### src/rtl/ffb_pkg.sv
// ----------------------------------------------------------------------------
// ffb_pkg
// Shared types, register indexes, reset values and the quarter-wave sine
// table for the force feedback torque block.
// ----------------------------------------------------------------------------
package ffb_pkg;

  localparam int TABLE_BITS_DEF = 7;
  localparam int SINE_ENTRIES   = 128;
  localparam int SINE_IDX_W     = 7;

  localparam int SAMPLE_W = 12;
  localparam int FILT_W   = 32;
  localparam int CMP_W    = 10;
  localparam int CFG_IDX_W  = 3;
  localparam int CFG_DATA_W = 16;
  localparam int STEP_W   = 9;
  localparam int AIL_T_W  = 19;
  localparam int ELEV_T_W = 15;
  localparam int DRV_W    = 20;

  // 2^18 / 5 rounded up; exact quotient for any 16-bit magnitude
  localparam logic [15:0] DIV5_RECIP = 16'd52429;

  localparam logic [15:0] POLE_RST   = 16'd61542;
  localparam logic [15:0] GAIN_RST   = 16'd1996;
  localparam logic [8:0]  STEP_RST   = 9'd10;
  localparam logic [7:0]  AMP_RST    = 8'd100;
  localparam logic [7:0]  DBAND_RST  = 8'd5;
  localparam logic [7:0]  OFFSET_RST = 8'd25;
  localparam logic [9:0]  LIMIT_RST  = 10'd250;

  typedef enum logic [CFG_IDX_W-1:0] {
    REG_POLE   = 3'd0,
    REG_GAIN   = 3'd1,
    REG_STEP   = 3'd2,
    REG_AMP    = 3'd3,
    REG_DBAND  = 3'd4,
    REG_OFFSET = 3'd5,
    REG_LIMIT  = 3'd6
  } ffb_reg_t;

  typedef struct packed {
    logic [15:0] pole;
    logic [15:0] gain;
  } ffb_coef_t;

  typedef struct packed {
    logic [CMP_W-1:0] fwd;
    logic [CMP_W-1:0] rev;
  } ffb_cmp_t;

  localparam logic [15:0] SINE_QUARTER [SINE_ENTRIES] = '{
    16'h0000,16'h0324,16'h0648,16'h096c,16'h0c8f,16'h0fb2,16'h12d5,16'h15f6,
    16'h1917,16'h1c37,16'h1f56,16'h2273,16'h2590,16'h28aa,16'h2bc4,16'h2edb,
    16'h31f1,16'h3505,16'h3817,16'h3b26,16'h3e33,16'h413e,16'h4447,16'h474d,
    16'h4a50,16'h4d50,16'h504d,16'h5347,16'h563e,16'h5931,16'h5c22,16'h5f0e,
    16'h61f7,16'h64dc,16'h67bd,16'h6a9b,16'h6d74,16'h7049,16'h7319,16'h75e5,
    16'h78ad,16'h7b70,16'h7e2e,16'h80e7,16'h839c,16'h864b,16'h88f5,16'h8b9a,
    16'h8e39,16'h90d3,16'h9368,16'h95f6,16'h987f,16'h9b02,16'h9d7f,16'h9ff6,
    16'ha267,16'ha4d2,16'ha736,16'ha994,16'habeb,16'hae3b,16'hb085,16'hb2c8,
    16'hb504,16'hb73a,16'hb968,16'hbb8f,16'hbdae,16'hbfc7,16'hc1d8,16'hc3e1,
    16'hc5e3,16'hc7de,16'hc9d1,16'hcbbb,16'hcd9e,16'hcf7a,16'hd14d,16'hd318,
    16'hd4db,16'hd695,16'hd848,16'hd9f2,16'hdb94,16'hdd2d,16'hdebd,16'he046,
    16'he1c5,16'he33c,16'he4aa,16'he60f,16'he76b,16'he8bf,16'hea09,16'heb4b,
    16'hec83,16'hedb2,16'heed8,16'heff5,16'hf109,16'hf213,16'hf314,16'hf40b,
    16'hf4fa,16'hf5de,16'hf6ba,16'hf78b,16'hf853,16'hf912,16'hf9c7,16'hfa72,
    16'hfb14,16'hfbac,16'hfc3b,16'hfcbf,16'hfd3a,16'hfdab,16'hfe13,16'hfe70,
    16'hfec4,16'hff0e,16'hff4e,16'hff84,16'hffb1,16'hffd3,16'hffec,16'hfffb
  };

endpackage

### src/rtl/ffb_filter.sv
// ----------------------------------------------------------------------------
// ffb_filter
// One axis of the Q16.16 first-order low-pass with its state register.
// ----------------------------------------------------------------------------
module ffb_filter import ffb_pkg::*; (
  input  logic                       clk,
  input  logic                       rst_n,
  input  logic                       load,
  input  logic [SAMPLE_W-1:0]        sample,
  input  ffb_coef_t                  coef,
  output logic signed [FILT_W-1:0]   value
);

  logic signed [FILT_W-1:0]   y_r;
  logic signed [FILT_W-1:0]   y_nxt;
  logic signed [48:0]         fb_prod;
  logic signed [SAMPLE_W-1:0] x;
  logic signed [28:0]         in_prod;

  // sample - 2048 is the sample with its MSB flipped
  assign x       = $signed({~sample[SAMPLE_W-1], sample[SAMPLE_W-2:0]});
  assign fb_prod = y_r * $signed({1'b0, coef.pole});
  assign in_prod = x * $signed({1'b0, coef.gain});
  // floor shift is a plain bit select; sum wraps at 32 bits
  assign y_nxt   = fb_prod[47:16] + {{3{in_prod[28]}}, in_prod};

  always_ff @(posedge clk) begin
    if (!rst_n) begin
      y_r <= '0;
    end else if (load) begin
      y_r <= y_nxt;
    end
  end

  assign value = y_r;

endmodule

### config.mk
export PLATFORM = sky130hd
export DESIGN_NAME = ffb_filter
export DESIGN_NICKNAME = d
export VERILOG_FILES = /design/src/rtl/ffb_pkg.sv /design/src/rtl/ffb_filter.sv
export SDC_FILE = /design/constraint.sdc
export NUM_CORES = 2
export LEC_CHECK = 0
export ABC_AREA = 1
export BUFFER_PORTS_ARGS = -buffer_cell sky130_fd_sc_hd__buf_2
export CAP_MARGIN = 40
export CORE_UTILIZATION = 25
export CTS_BUF_LIST = sky130_fd_sc_hd__clkbuf_4 sky130_fd_sc_hd__clkbuf_8
export DETAILED_ROUTE_END_ITERATION = 16
export PLACE_DENSITY = 0.37
export SKIP_CTS_REPAIR_TIMING = 1
export SLEW_MARGIN = 20
export SYNTH_ARGS = -nofsm -noshare
export SYNTH_HDL_FRONTEND = slang
export SYNTH_SLANG_ARGS = --single-unit
### constraint.sdc
create_clock -name clk -period 6.4 [get_ports clk]
set_clock_uncertainty 0.15 [all_clocks]
set_input_delay 0.32 -clock clk [delete_from_list [all_inputs] [get_ports clk]]
set_output_delay 0.32 -clock clk [all_outputs]
set_load 0.05 [all_outputs]
== After elaboration in Yosys (flattened, before gate mapping) ==
Cells that the tools add are included.

* Logic and storage cells: 5
* Bits in registers: 32

* Multipliers: 2
* Bitwise gates (word level): 1
* Add/sub/neg operators: 1

{| class="wikitable"
|+ Operator list
! operator !! number
|-
| 32-bit by 17-bit multiplier with 48-bit output || 1
|-
| 32-bit adder || 1
|-
| 12-bit by 17-bit multiplier with 29-bit output || 1
|-
| 1-bit inverter || 1
|}

== Longest topological paths before layout ==
* Depth in word-level cells: 3
* Mapped depth: 40
* Mapped depth without buffers: 39

== Least setup slack after synthesis ==
OpenSTA, ideal clock, no wires.

* Path kind: register to register
* Start point: register y_r[10] (netlist: value[10])
* End point: register y_r[20] (netlist: value[20])
* Cell stages (with the launch flop): 33
* Setup slack: -1.028 ns
* Required time: 6.135 ns
* Data arrival time: 7.162 ns
* Path through: dfxtp_1 > clkbuf_1 > clkbuf_1 > nand2_1 > fa_1 > fa_1 > fa_1 > fa_1 > inv_1 > fa_1 > inv_1 > fa_1 > inv_1 > ha_1 > a21o_1 > a21oi_1 > nand3_1 > a21oi_1 > o21ai_2 > a21oi_1 > xnor2_1 > ha_1 > a21oi_1 > o21ai_0 > a21oi_1 > o21ai_2 > nand2_1 > nand2_2 > nand2_1 > nand2_1 > xor2_1 > o21ai_0 > inv_1

* Cells in the longest elaborated chain, start to end: 2

{| class="wikitable"
|+ Ends and longest elaborated chain
! item !! RTL line !! source
|-
| from (decl) || ffb_filter.sv:14 || <nowiki>logic signed [FILT_W-1:0] y_r;</nowiki>
|-
| from (signal assigned) || ffb_filter.sv:31 || <nowiki>y_r <= y_nxt;</nowiki>
|-
| 32-bit by 17-bit multiplier with 48-bit output || ffb_filter.sv:22 || <nowiki>assign fb_prod = y_r * $signed({1'b0, coef.pole});</nowiki>
|-
| 32-bit adder || ffb_filter.sv:25 || <nowiki>assign y_nxt = fb_prod[47:16] + {{3{in_prod[28]}}, in_prod};</nowiki>
|}

No other way between the ends.
A chain may end at the register's enable or synchronous reset.

== Worst setup path in the final report ==
* Start point: register y_r[6] (netlist: value[6])
* End point: register y_r[31] (netlist: value[31])

Same word-level chain as after synthesis.

==> impl_metrics.py <==
metrics = {
    "floorplan": {
        "die_w_um": 337,
        "ioPinCount": 79,
        "die_h_um": 337,
        "die_area_um2": 114000,
        "rows": 122,
        "core-area_um2": 111000,
        "initial_core_util_pct": 25.3,
    },
    "timing": {
        "min_period_over_period_pct": 114,
        "fin_crit_ns": 7.31,
        "setup_viol": 28,
        "rsz0062_at_grt": "true",
        "worst_slack_ns": -0.911,
        "tightest_slew_ns": 0.861,
        "hold_viol": 0,
        "fmax_mhz": 137,
        "setup_tns_ns": -17.35,
        "final_max_slew_viol_count": 0,
        "relSlewSlack_pct": 42.6,
    },
    "synth": {
        "ys_seq_area_share_pct": 2.28,
        "syn-num-nets": 4715,
        "synth_flop_cell": "dfxtp_1",
        "ys_types": 46,
        "synth_edf_count": 0,
        "synth.most_common_cell": "inv_1",
        "synth.top_cell.area_share_pct": 44.4,
        "ys_top_cells_by_area": "fa_1, inv_1, nand2_1, ha_1, dfxtp_1",
        "syn-cell-area_um2": 28100,
        "yosysWarningCount": 0,
        "ys_async_sr_fraction_pct": 0,
        "synth_area_per_cell_um2": 7.37,
        "synth_common_cells": "inv_1, nand2_1, fa_1",
        "ys_ff_latch": 32,
        "netlist_instances": 3817,
        "yosysTopAreaCell": "fa_1",
    },
    "worst_setup_path": {
        "start_kind": "register",
        "cp.required_ns": 6.48,
        "crit_path_max_fanout": 5,
        "path_class": "reg2reg",
        "worstPathArrival_ns": 7.39,
        "cp-end-kind": "register",
        "max_stage_delay_ns": 0.60,
        "cp_slowest_cell": "fa_1",
    },
    "detailed_routing": {
        "antenna_left": 0,
        "wire_per_inst_um": 15.9,
        "drt-pass1-iter-count": 5,
        "avgViaCountPerCell": 4.13,
        "drcViolationCount": 0,
        "drt_iter0_markers": 837,
        "wl_um": 94700,
        "vias": 24607,
    },
    "clock_network": {
        "cts_htree_levels": 2,
        "clk_pin_slew_worst_paths_ns": 0.10,
        "clk_latency_ns": 0.33,
        "tritoncts": "yes",
        "cts.path.max_buffers": 2,
        "clock-root-buffer": "clkbuf_8",
        "cts_buffers": 5,
        "cts.sinks": 32,
    },
    "final_layout": {
        "drive_gt1_share_pct": 29.4,
        "largest_register_ffs": 32,
        "area_growth_pct": 38.5,
        "nets": 5362,
        "fillers": 12043,
    },
    "grt": {
        "grt_pass1_wl_um": 146000,
        "antenna_found_initial": 5,
        "grt_max_degree": 48,
        "grt-ovfl-total": 0,
        "grt_usage_pct": 16.5,
        "grt_pass1_vias": 26069,
    },
    "run": {
        "maxCapViolations": 0,
    },
    "hold_path": {
        "hp-class": "in2reg",
    },
    "status": {
        "status": "finished with violations",
        "violations": "setup timing",
    },
    "placement": {
        "hpwl_um": 82200,
        "gp_congestion": 0.830,
        "port_buffers": 78,
    },
}
==> worst paths after layout <==
check / start / to / slack [ns] / cells after the start
setup / recovery: value[6] / value[31] / -0.91 / 35
hold / removal: rst_n / value[0] / 0.24 / 3
setup reg to reg: value[6] / value[31] / -0.91 / 35
hold reg to reg: value[0] / value[0] / 0.59 / 3
==> critical path: cells and delay by family (launching register included) <==
kind	cells	cell delay, ns
buffers and inverters	9	0.77
XOR/XNOR	1	0.17
flip-flops	1	0.37
AO/OA/AOI/OAI	6	1.09
adder cells (fa/ha/maj)	8	3.74
AND/OR/NAND/NOR	11	0.92
==> cell type report <==
class	instances	area, um2	area share [%]
multi-input cells	2449	25000	64.2
repair buffers	797	6800	17.5
inverters	1179	4430	11.4
well taps	1488	1860	4.78
flip-flops and latches	32	756	1.94
clock buffers	5	68.8	0.177
clock inverters	3	42.5	0.109
diodes	2	5.00	0.0128
==> metal layers <==
layer	global-route usage [%]	share of wire (%)	vias up
li1	-	-	12114
met1	22.7	48	12242
met2	29.6	50	210
met3	0.619	1.7	39
met4	1.41	0.83	2
met5	0	0.018	-
==> cell families after synthesis <==
family | Yosys count | share of synthesized area, %
fa+ha+maj | 851 | 54.5
xor+xnor | 70 | 2.18
buf+inv | 1336 | 17.9
simple gates | 1272 | 17.8
flops | 32 | 2.28
compound gates | 256 | 5.29
==> layout by cell type, fill, tap and decap left out, types with 35 or more instances in the layout <==
cell	netlist	final
a21oi_1	107	48
a21oi_2	2	40
buf_12	0	56
buf_2	0	78
buf_4	0	594
buf_6	1	54
fa_1	624	595
ha_1	227	172
ha_4	0	54
inv_1	1176	1111
inv_2	2	66
nand2_1	989	905
nand2_2	7	56
nand2_4	0	35
nand3_1	58	38
nor2_1	161	118
o21ai_1	5	36
==> per-stage QoR <==
stage,hold WS (ns),utilization (%),instances,setup slack (ns),instance area [um2]
2_1_floorplan,0.292,-,3817,-0.283,29300
5_1_grt,0.249,35.1,5955,-1.16,39000
3_5_place_dp,0.572,31.9,5831,-1.35,35500
3_3_place_gp,0.573,31.9,5830,-1.42,35400
6_report,0.239,35.1,5955,-0.911,39000
4_1_cts,0.238,32.0,5839,-1.21,35600
Power is not shown: default switching activity piles up to over one toggle a cycle in this logic, so the estimate is an artifact.
