<file path="config.mk">
export PLATFORM = sky130hd
export DESIGN_NAME = ffb_torque
export DESIGN_NICKNAME = d
export VERILOG_FILES = /design/src/rtl/ffb_pkg.sv /design/src/rtl/ffb_torque.sv
export SDC_FILE = /design/constraint.sdc
export NUM_CORES = 1
export LEC_CHECK = 0
export BUFFER_PORTS_ARGS = -buffer_cell sky130_fd_sc_hd__clkbuf_2
export CAP_MARGIN = 20
export CORE_ASPECT_RATIO = 0.8
export CORE_MARGIN = 2
export CORE_UTILIZATION = 70
export DETAILED_ROUTE_END_ITERATION = 10
export PLACE_DENSITY_LB_ADDON = 0.3
export SLEW_MARGIN = 15
export SYNTH_ARGS = -nofsm -noshare
export SYNTH_HDL_FRONTEND = slang
export SYNTH_SLANG_ARGS = --single-unit
</file>
<file path="constraint.sdc">
create_clock -name vclk -period 33.8
set_clock_uncertainty 0.15 [all_clocks]
set_input_delay 3.38 -clock vclk [all_inputs]
set_output_delay 3.38 -clock vclk [all_outputs]
set_load 0.1 [all_outputs]
</file>
<file path="src/rtl/ffb_pkg.sv">
// ----------------------------------------------------------------------------
// ffb_pkg
// Shared types, register indexes, reset values and the quarter-wave sine
// table for the force feedback torque block.
// ----------------------------------------------------------------------------
package ffb_pkg;

  localparam int TABLE_BITS_DEF = 7;
  localparam int SINE_ENTRIES   = 128;
  localparam int SINE_IDX_W     = 7;

  localparam int SAMPLE_W = 12;
  localparam int FILT_W   = 32;
  localparam int CMP_W    = 10;
  localparam int CFG_IDX_W  = 3;
  localparam int CFG_DATA_W = 16;
  localparam int STEP_W   = 9;
  localparam int AIL_T_W  = 19;
  localparam int ELEV_T_W = 15;
  localparam int DRV_W    = 20;

  // 2^18 / 5 rounded up; exact quotient for any 16-bit magnitude
  localparam logic [15:0] DIV5_RECIP = 16'd52429;

  localparam logic [15:0] POLE_RST   = 16'd61542;
  localparam logic [15:0] GAIN_RST   = 16'd1996;
  localparam logic [8:0]  STEP_RST   = 9'd10;
  localparam logic [7:0]  AMP_RST    = 8'd100;
  localparam logic [7:0]  DBAND_RST  = 8'd5;
  localparam logic [7:0]  OFFSET_RST = 8'd25;
  localparam logic [9:0]  LIMIT_RST  = 10'd250;

  typedef enum logic [CFG_IDX_W-1:0] {
    REG_POLE   = 3'd0,
    REG_GAIN   = 3'd1,
    REG_STEP   = 3'd2,
    REG_AMP    = 3'd3,
    REG_DBAND  = 3'd4,
    REG_OFFSET = 3'd5,
    REG_LIMIT  = 3'd6
  } ffb_reg_t;

  typedef struct packed {
    logic [15:0] pole;
    logic [15:0] gain;
  } ffb_coef_t;

  typedef struct packed {
    logic [CMP_W-1:0] fwd;
    logic [CMP_W-1:0] rev;
  } ffb_cmp_t;

  localparam logic [15:0] SINE_QUARTER [SINE_ENTRIES] = '{
    16'h0000,16'h0324,16'h0648,16'h096c,16'h0c8f,16'h0fb2,16'h12d5,16'h15f6,
    16'h1917,16'h1c37,16'h1f56,16'h2273,16'h2590,16'h28aa,16'h2bc4,16'h2edb,
    16'h31f1,16'h3505,16'h3817,16'h3b26,16'h3e33,16'h413e,16'h4447,16'h474d,
    16'h4a50,16'h4d50,16'h504d,16'h5347,16'h563e,16'h5931,16'h5c22,16'h5f0e,
    16'h61f7,16'h64dc,16'h67bd,16'h6a9b,16'h6d74,16'h7049,16'h7319,16'h75e5,
    16'h78ad,16'h7b70,16'h7e2e,16'h80e7,16'h839c,16'h864b,16'h88f5,16'h8b9a,
    16'h8e39,16'h90d3,16'h9368,16'h95f6,16'h987f,16'h9b02,16'h9d7f,16'h9ff6,
    16'ha267,16'ha4d2,16'ha736,16'ha994,16'habeb,16'hae3b,16'hb085,16'hb2c8,
    16'hb504,16'hb73a,16'hb968,16'hbb8f,16'hbdae,16'hbfc7,16'hc1d8,16'hc3e1,
    16'hc5e3,16'hc7de,16'hc9d1,16'hcbbb,16'hcd9e,16'hcf7a,16'hd14d,16'hd318,
    16'hd4db,16'hd695,16'hd848,16'hd9f2,16'hdb94,16'hdd2d,16'hdebd,16'he046,
    16'he1c5,16'he33c,16'he4aa,16'he60f,16'he76b,16'he8bf,16'hea09,16'heb4b,
    16'hec83,16'hedb2,16'heed8,16'heff5,16'hf109,16'hf213,16'hf314,16'hf40b,
    16'hf4fa,16'hf5de,16'hf6ba,16'hf78b,16'hf853,16'hf912,16'hf9c7,16'hfa72,
    16'hfb14,16'hfbac,16'hfc3b,16'hfcbf,16'hfd3a,16'hfdab,16'hfe13,16'hfe70,
    16'hfec4,16'hff0e,16'hff4e,16'hff84,16'hffb1,16'hffd3,16'hffec,16'hfffb
  };

endpackage

</file>
<file path="src/rtl/ffb_torque.sv">
// ----------------------------------------------------------------------------
// ffb_torque
// Raw axis torques: aileron spring plus sine vibration, elevator / 5.
// ----------------------------------------------------------------------------
module ffb_torque import ffb_pkg::*; #(
  parameter int TABLE_BITS = TABLE_BITS_DEF
) (
  input  logic signed [FILT_W-1:0]     ail_filt,
  input  logic signed [FILT_W-1:0]     elev_filt,
  input  logic [TABLE_BITS+1:0]        phase,
  input  logic [7:0]                   amp,
  output logic signed [AIL_T_W-1:0]    ail_t,
  output logic signed [ELEV_T_W-1:0]   elev_t
);

  logic [TABLE_BITS-1:0]   p;
  logic [TABLE_BITS-1:0]   p_rev;
  logic [1:0]              quad;
  logic [SINE_IDX_W-1:0]   fwd_idx;
  logic [SINE_IDX_W-1:0]   rev_idx;
  logic [15:0]             mag;
  logic signed [16:0]      sine;
  logic signed [25:0]      vib_prod;
  logic signed [9:0]       vibe;
  logic signed [15:0]      ail_int;
  logic signed [AIL_T_W-1:0] ail_x2;
  logic signed [15:0]      elev_int;
  logic [15:0]             elev_mag;
  logic [31:0]             q_prod;
  logic [13:0]             elev_q;

  assign p     = phase[TABLE_BITS-1:0];
  assign p_rev = ~p;
  assign quad  = phase[TABLE_BITS+1:TABLE_BITS];

  // scale the quarter index to the 128-entry table
  generate
    if (TABLE_BITS >= SINE_IDX_W) begin : g_idx_down
      assign fwd_idx = p[TABLE_BITS-1 -: SINE_IDX_W];
      assign rev_idx = p_rev[TABLE_BITS-1 -: SINE_IDX_W];
    end else begin : g_idx_up
      assign fwd_idx = {p, {(SINE_IDX_W-TABLE_BITS){1'b0}}};
      assign rev_idx = {p_rev, {(SINE_IDX_W-TABLE_BITS){1'b0}}};
    end
  endgenerate

  assign mag      = quad[0] ? SINE_QUARTER[rev_idx] : SINE_QUARTER[fwd_idx];
  assign sine     = quad[1] ? -$signed({1'b0, mag}) : $signed({1'b0, mag});
  assign vib_prod = sine * $signed({1'b0, amp});
  assign vibe     = vib_prod[25:16];

  assign ail_int = ail_filt[31:16];
  assign ail_x2  = {{2{ail_int[15]}}, ail_int, 1'b0};
  assign ail_t   = {{(AIL_T_W-10){vibe[9]}}, vibe} - ail_x2;

  // truncating divide by 5 on the magnitude
  assign elev_int = elev_filt[31:16];
  assign elev_mag = elev_int[15] ? 16'(-elev_int) : elev_int;
  assign q_prod   = elev_mag * DIV5_RECIP;
  assign elev_q   = q_prod[31:18];
  assign elev_t   = elev_int[15] ? -$signed({1'b0, elev_q}) : $signed({1'b0, elev_q});

endmodule

</file>
Word-level counts from Yosys, hierarchy flattened
Memories as Yosys holds them, arrays and structs flattened.
Cells that the tools add are included.

storage, ports and cells
  register bits after elaboration = 0
  ROM bits = 4096
  logic and storage cells = 21
  memories kept = 2

memory list
  name              depth  bits a word  rd ports  clocked after Yosys merged registers in  write ports  line              RTL
  (name not given)  128    16           1         0                                        0            ffb_torque.sv:47  assign mag = quad[0] ? SINE_QUARTER[rev_idx] : SINE_QUARTER[fwd_idx];
  (name not given)  128    16           1         0                                        0            ffb_torque.sv:47

cells by class
  add/sub/neg operators = 4
  multipliers = 2
  magnitude comparators = 2
  mux-type cells = 8
  bitwise operators = 3

operators by type and width
  kind                      number
  $mux W16                  6
  $mul A16 B16 Y32 const B  1
  $mul A17 B9 Y26           1
  $sub A10 B17 Y18          1
  $mux W17                  1
  $neg A16 Y17              1
  $ge A8 B8 Y1 const B      2
  $neg A16 Y16              1
  $not A7 Y8                2
  $mux W15                  1
  $neg A14 Y15              1
  $not A7 Y7                1

Depth between registers and ports, before layout
  word-level depth = 10
  gate-level depth with buffers = 48

Worst setup path before layout
OpenSTA, ideal clock, no wires.

  path type = input-to-output
  start point = input phase[0]
  end point = output ail_t[16]
  arrival time = 13955 ps
  data required time = 30270 ps
  path slack = 16315 ps
  stages on the path = 45
  buffers on the path = 4
  path through = buf_2 -> buf_2 -> inv_1 -> ha_1 -> buf_2 -> buf_2 -> nand2_1 -> a311oi_1 -> a21oi_1 -> a221o_1 -> mux2i_1 -> o21ai_1 -> nand3b_2 -> nor4b_4 -> a21oi_2 -> xnor2_2 -> nand2b_1 -> fa_1 -> (+9 left out) -> a211o_1 -> a221o_1 -> a21oi_1 -> nand2_1 -> a21oi_1 -> o21bai_1 -> a211oi_1 -> nor3_1 -> ha_1 -> a21boi_0 -> o21ai_0 -> a21boi_0 -> o21ai_0 -> a21oi_1 -> o41ai_1 -> o2111ai_1 -> a21oi_1 -> xnor2_1

on the way
  longest elaborated chain between the ends = 10
  elaborated cells between the ends (all ways) = 14

ends and longest elaborated chain
  what                                          line              RTL
  from (decl)                                   ffb_torque.sv:10  input logic [TABLE_BITS+1:0] phase,
  $not A7 Y7                                    ffb_torque.sv:33  assign p_rev = ~p;
  $not A7 Y8 (implied by the code)              ffb_torque.sv:47
  $mem_v2 Z128 W16                              --
  $mux W16 (implied by the code) (2 in series)  ffb_torque.sv:47
  $mux W16 (*)                                  ffb_torque.sv:47
  $neg A16 Y17                                  ffb_torque.sv:48  assign sine = quad[1] ? -$signed({1'b0, mag}) : $signed({1'b0, mag});
  $mux W17 (*)                                  ffb_torque.sv:48
  $mul A17 B9 Y26 (*)                           ffb_torque.sv:49  assign vib_prod = sine * $signed({1'b0, amp});
  $sub A10 B17 Y18 (*)                          ffb_torque.sv:54  assign ail_t = {{(AIL_T_W-10){vibe[9]}}, vibe} - ail_x2;
  to (decl)                                     ffb_torque.sv:12  output logic signed [AIL_T_W-1:0] ail_t,

Mark *: on every way between the ends. The rest lies on a longest branch, timed or not. The select of a mux whose other input is x is not followed.

Final worst setup path
Ends and elaborated chain as after synthesis.

==> flow_summary.yaml <==
logic_synthesis:
  yosysWarnings: 0
  ys_seq_area_share_pct: 0
  yosys.cell_types.count: 96
  syn_nets: 2529
  synth_top_area_cell: "fa_1"
  synth_top_cell_area_share_pct: 23.72
  syn_inst: 2036
  syn_area_per_cell_um2: 7.834
  mappedNetlistArea_um2: 15950
  yosys-top-cells-area: "fa_1 (24%), ha_1 (17%), inv_1 (7.0%)"
clocking:
  cts_resized: 0
  cts_setup_buffers: 0
  hold_buffers: 0
global_route:
  grt_max_degree: 109
  grt_usage_pct: 45.03
  gr-usage-met2_pct: 71.76
  grt-ovfl-total: 0
  grt_pass1_wl_um: 86330
  first_global_vias: 16041
  busiest_layer: "met2"
  use_met1_pct: 57.45
  grt_antenna_before_repair: 0
  met3_usage_pct: 10.83
worst_setup_path:
  path_max_fanout: 31
  cp.arrival_ns: 16.06
  cp_slowest_stage_delay_ns: 0.75
  startpoint_type: "primary input"
  critPathSlowestCell: "a211oi_1"
  critPathCaptureType: "output pin"
  path_class: "primary input to output pin"
  worstPathRequired_ns: 30.27
min_path:
  holdPathEnd: "ail_t[1]"
  hold_class: "primary input to output pin"
  worstHoldStart: "ail_filt[16]"
  whs_path_depth: 4
layout:
  flops_and_latches: 0
  final_common_cell: "inv_1"
  syn2layout_area_growth_pct: 1.859
  layout_common_cells: "inv_1 (298), ha_1 (223), fa_1 (189)"
  antennaDiodeCount: 0
  nClkBuffers: 0
  fill_cells: 1648
  nets: 2515
  drive_above_1_share_pct: 8.812
  regArea_um2: 0
timing:
  setup_tns_ns: 0
  relSlewSlack_pct: 22.61
  fin_crit_ns: 19.59
  hold_viol: 0
  worst_slack_ns: 14.21
  setup_violations: 0
  fin_crit_sh_pct: 57.96
  slew_viol_final: 0
  rsz0062_at_grt: "false"
  tightest_slew_ns: 1.132
  hold-worst-slack_ns: 7.198
  max_freq_mhz: 51.04
route:
  post_drt_wl_per_cell_um: 23.31
  drt_iter0_markers: 2199
  drcViolationCount: 0
  routed_wirelength_um: 54210
  ant_nets: 0
  dr.pass1.iters: 7
  num_vias: 15843
  viasPerCell: 6.811
floorplan:
  dieArea_um2: 24020
  core_um2: 22440
  start_util_pct: 71.08
  io_pins: 115
  rows: 49
  chipHeight_um: 139.0
  die_w_um: 172.8
placed_design:
  port_buffers: 83
  dp_worst_setup_slack_ns: 14.51
  dp_hpwl_um: 41340
  place_congestion: 1.057
run_status:
  status: "complete, no violations"
job:
  maxCapViolCount: 0
critical path: cells and delay by family:
family | cells | cell delay [ns]
xor+xnor | 3 | 1.00
fa+ha+maj | 7 | 3.20
simple gates | 6 | 1.52
compound gates | 20 | 5.27
buf+inv | 6 | 1.43
mux | 1 | 0.25
layer usage:
layer	vias up	part of all wire [%]
li1	6936	-
met1	7503	37
met2	1117	44
met3	287	13
met4	0	6.3
met5	-	0
through the flow:
stage / cell area [um2] / util (%) / instances
5_1_grt: 16250 / 72.40 / 2326
4_1_cts: 16240 / 72.37 / 2326
3_3_place_gp: 16240 / 72.37 / 2326
3_5_place_dp: 16240 / 72.37 / 2326
6_report: 16250 / 72.40 / 2326
2_1_floorplan: 15950 / - / 2036
worst max path at each step:
stage                     startpoint   endpoint  slack, ns  cells after the start
after floorplan             phase[0]  ail_t[16]      16.32                     45
after global placement      phase[0]  ail_t[16]      14.61                     40
after detailed placement    phase[1]  ail_t[16]      14.51                     42
after CTS                   phase[0]  ail_t[16]      14.49                     43
after global routing        phase[0]  ail_t[16]      13.75                     43
final                       phase[0]  ail_t[16]      14.21                     43
synthesized netlist by cell type, types with 6 or more instances:
cell / n
buf_6: 11
o311ai_0: 17
mux4_2: 9
ha_1: 223
nor2b_1: 63
o21ai_1: 8
inv_1: 298
xor2_1: 23
a311o_1: 7
a311oi_1: 14
o31ai_1: 21
o211ai_1: 15
o22ai_1: 7
a21o_1: 18
mux2i_1: 12
nand3_1: 36
nand3b_1: 6
a31oi_1: 19
buf_2: 43
a21oi_1: 107
xnor2_1: 48
and2_1: 66
or2_2: 17
nand2b_1: 49
a211oi_1: 23
nor2_1: 110
o2111ai_1: 6
or3_1: 21
clkbuf_1: 43
a221oi_1: 14
nand4_1: 12
o221ai_1: 7
nor3_1: 41
nand2_1: 153
o21ai_0: 96
a2111oi_0: 6
fa_1: 189
nor4_1: 13
and3_1: 7
o21a_1: 15
buf_4: 12
a211o_1: 8
cell type report:
class,instances,area [um2],area share [%]
well taps,306,382.9,2.357
multi-input cells,1613,14160,87.13
repair buffers,102,563.0,3.466
inverters,305,1145,7.047
cell families after synthesis:
| family | share of synthesized area [%] |
|---|---|
| AOI/OAI and AO/OA | 20.18 |
| and+or+nand+nor | 20.40 |
| buffers and inverters | 11.30 |
| muxes | 2.306 |
| adders and majority gates | 41.21 |
| xor gates and xnor gates | 4.612 |
Power is left out: the tool's default activity adds up to more than one toggle a clock period on the data nets, which glitch-free logic cannot reach.
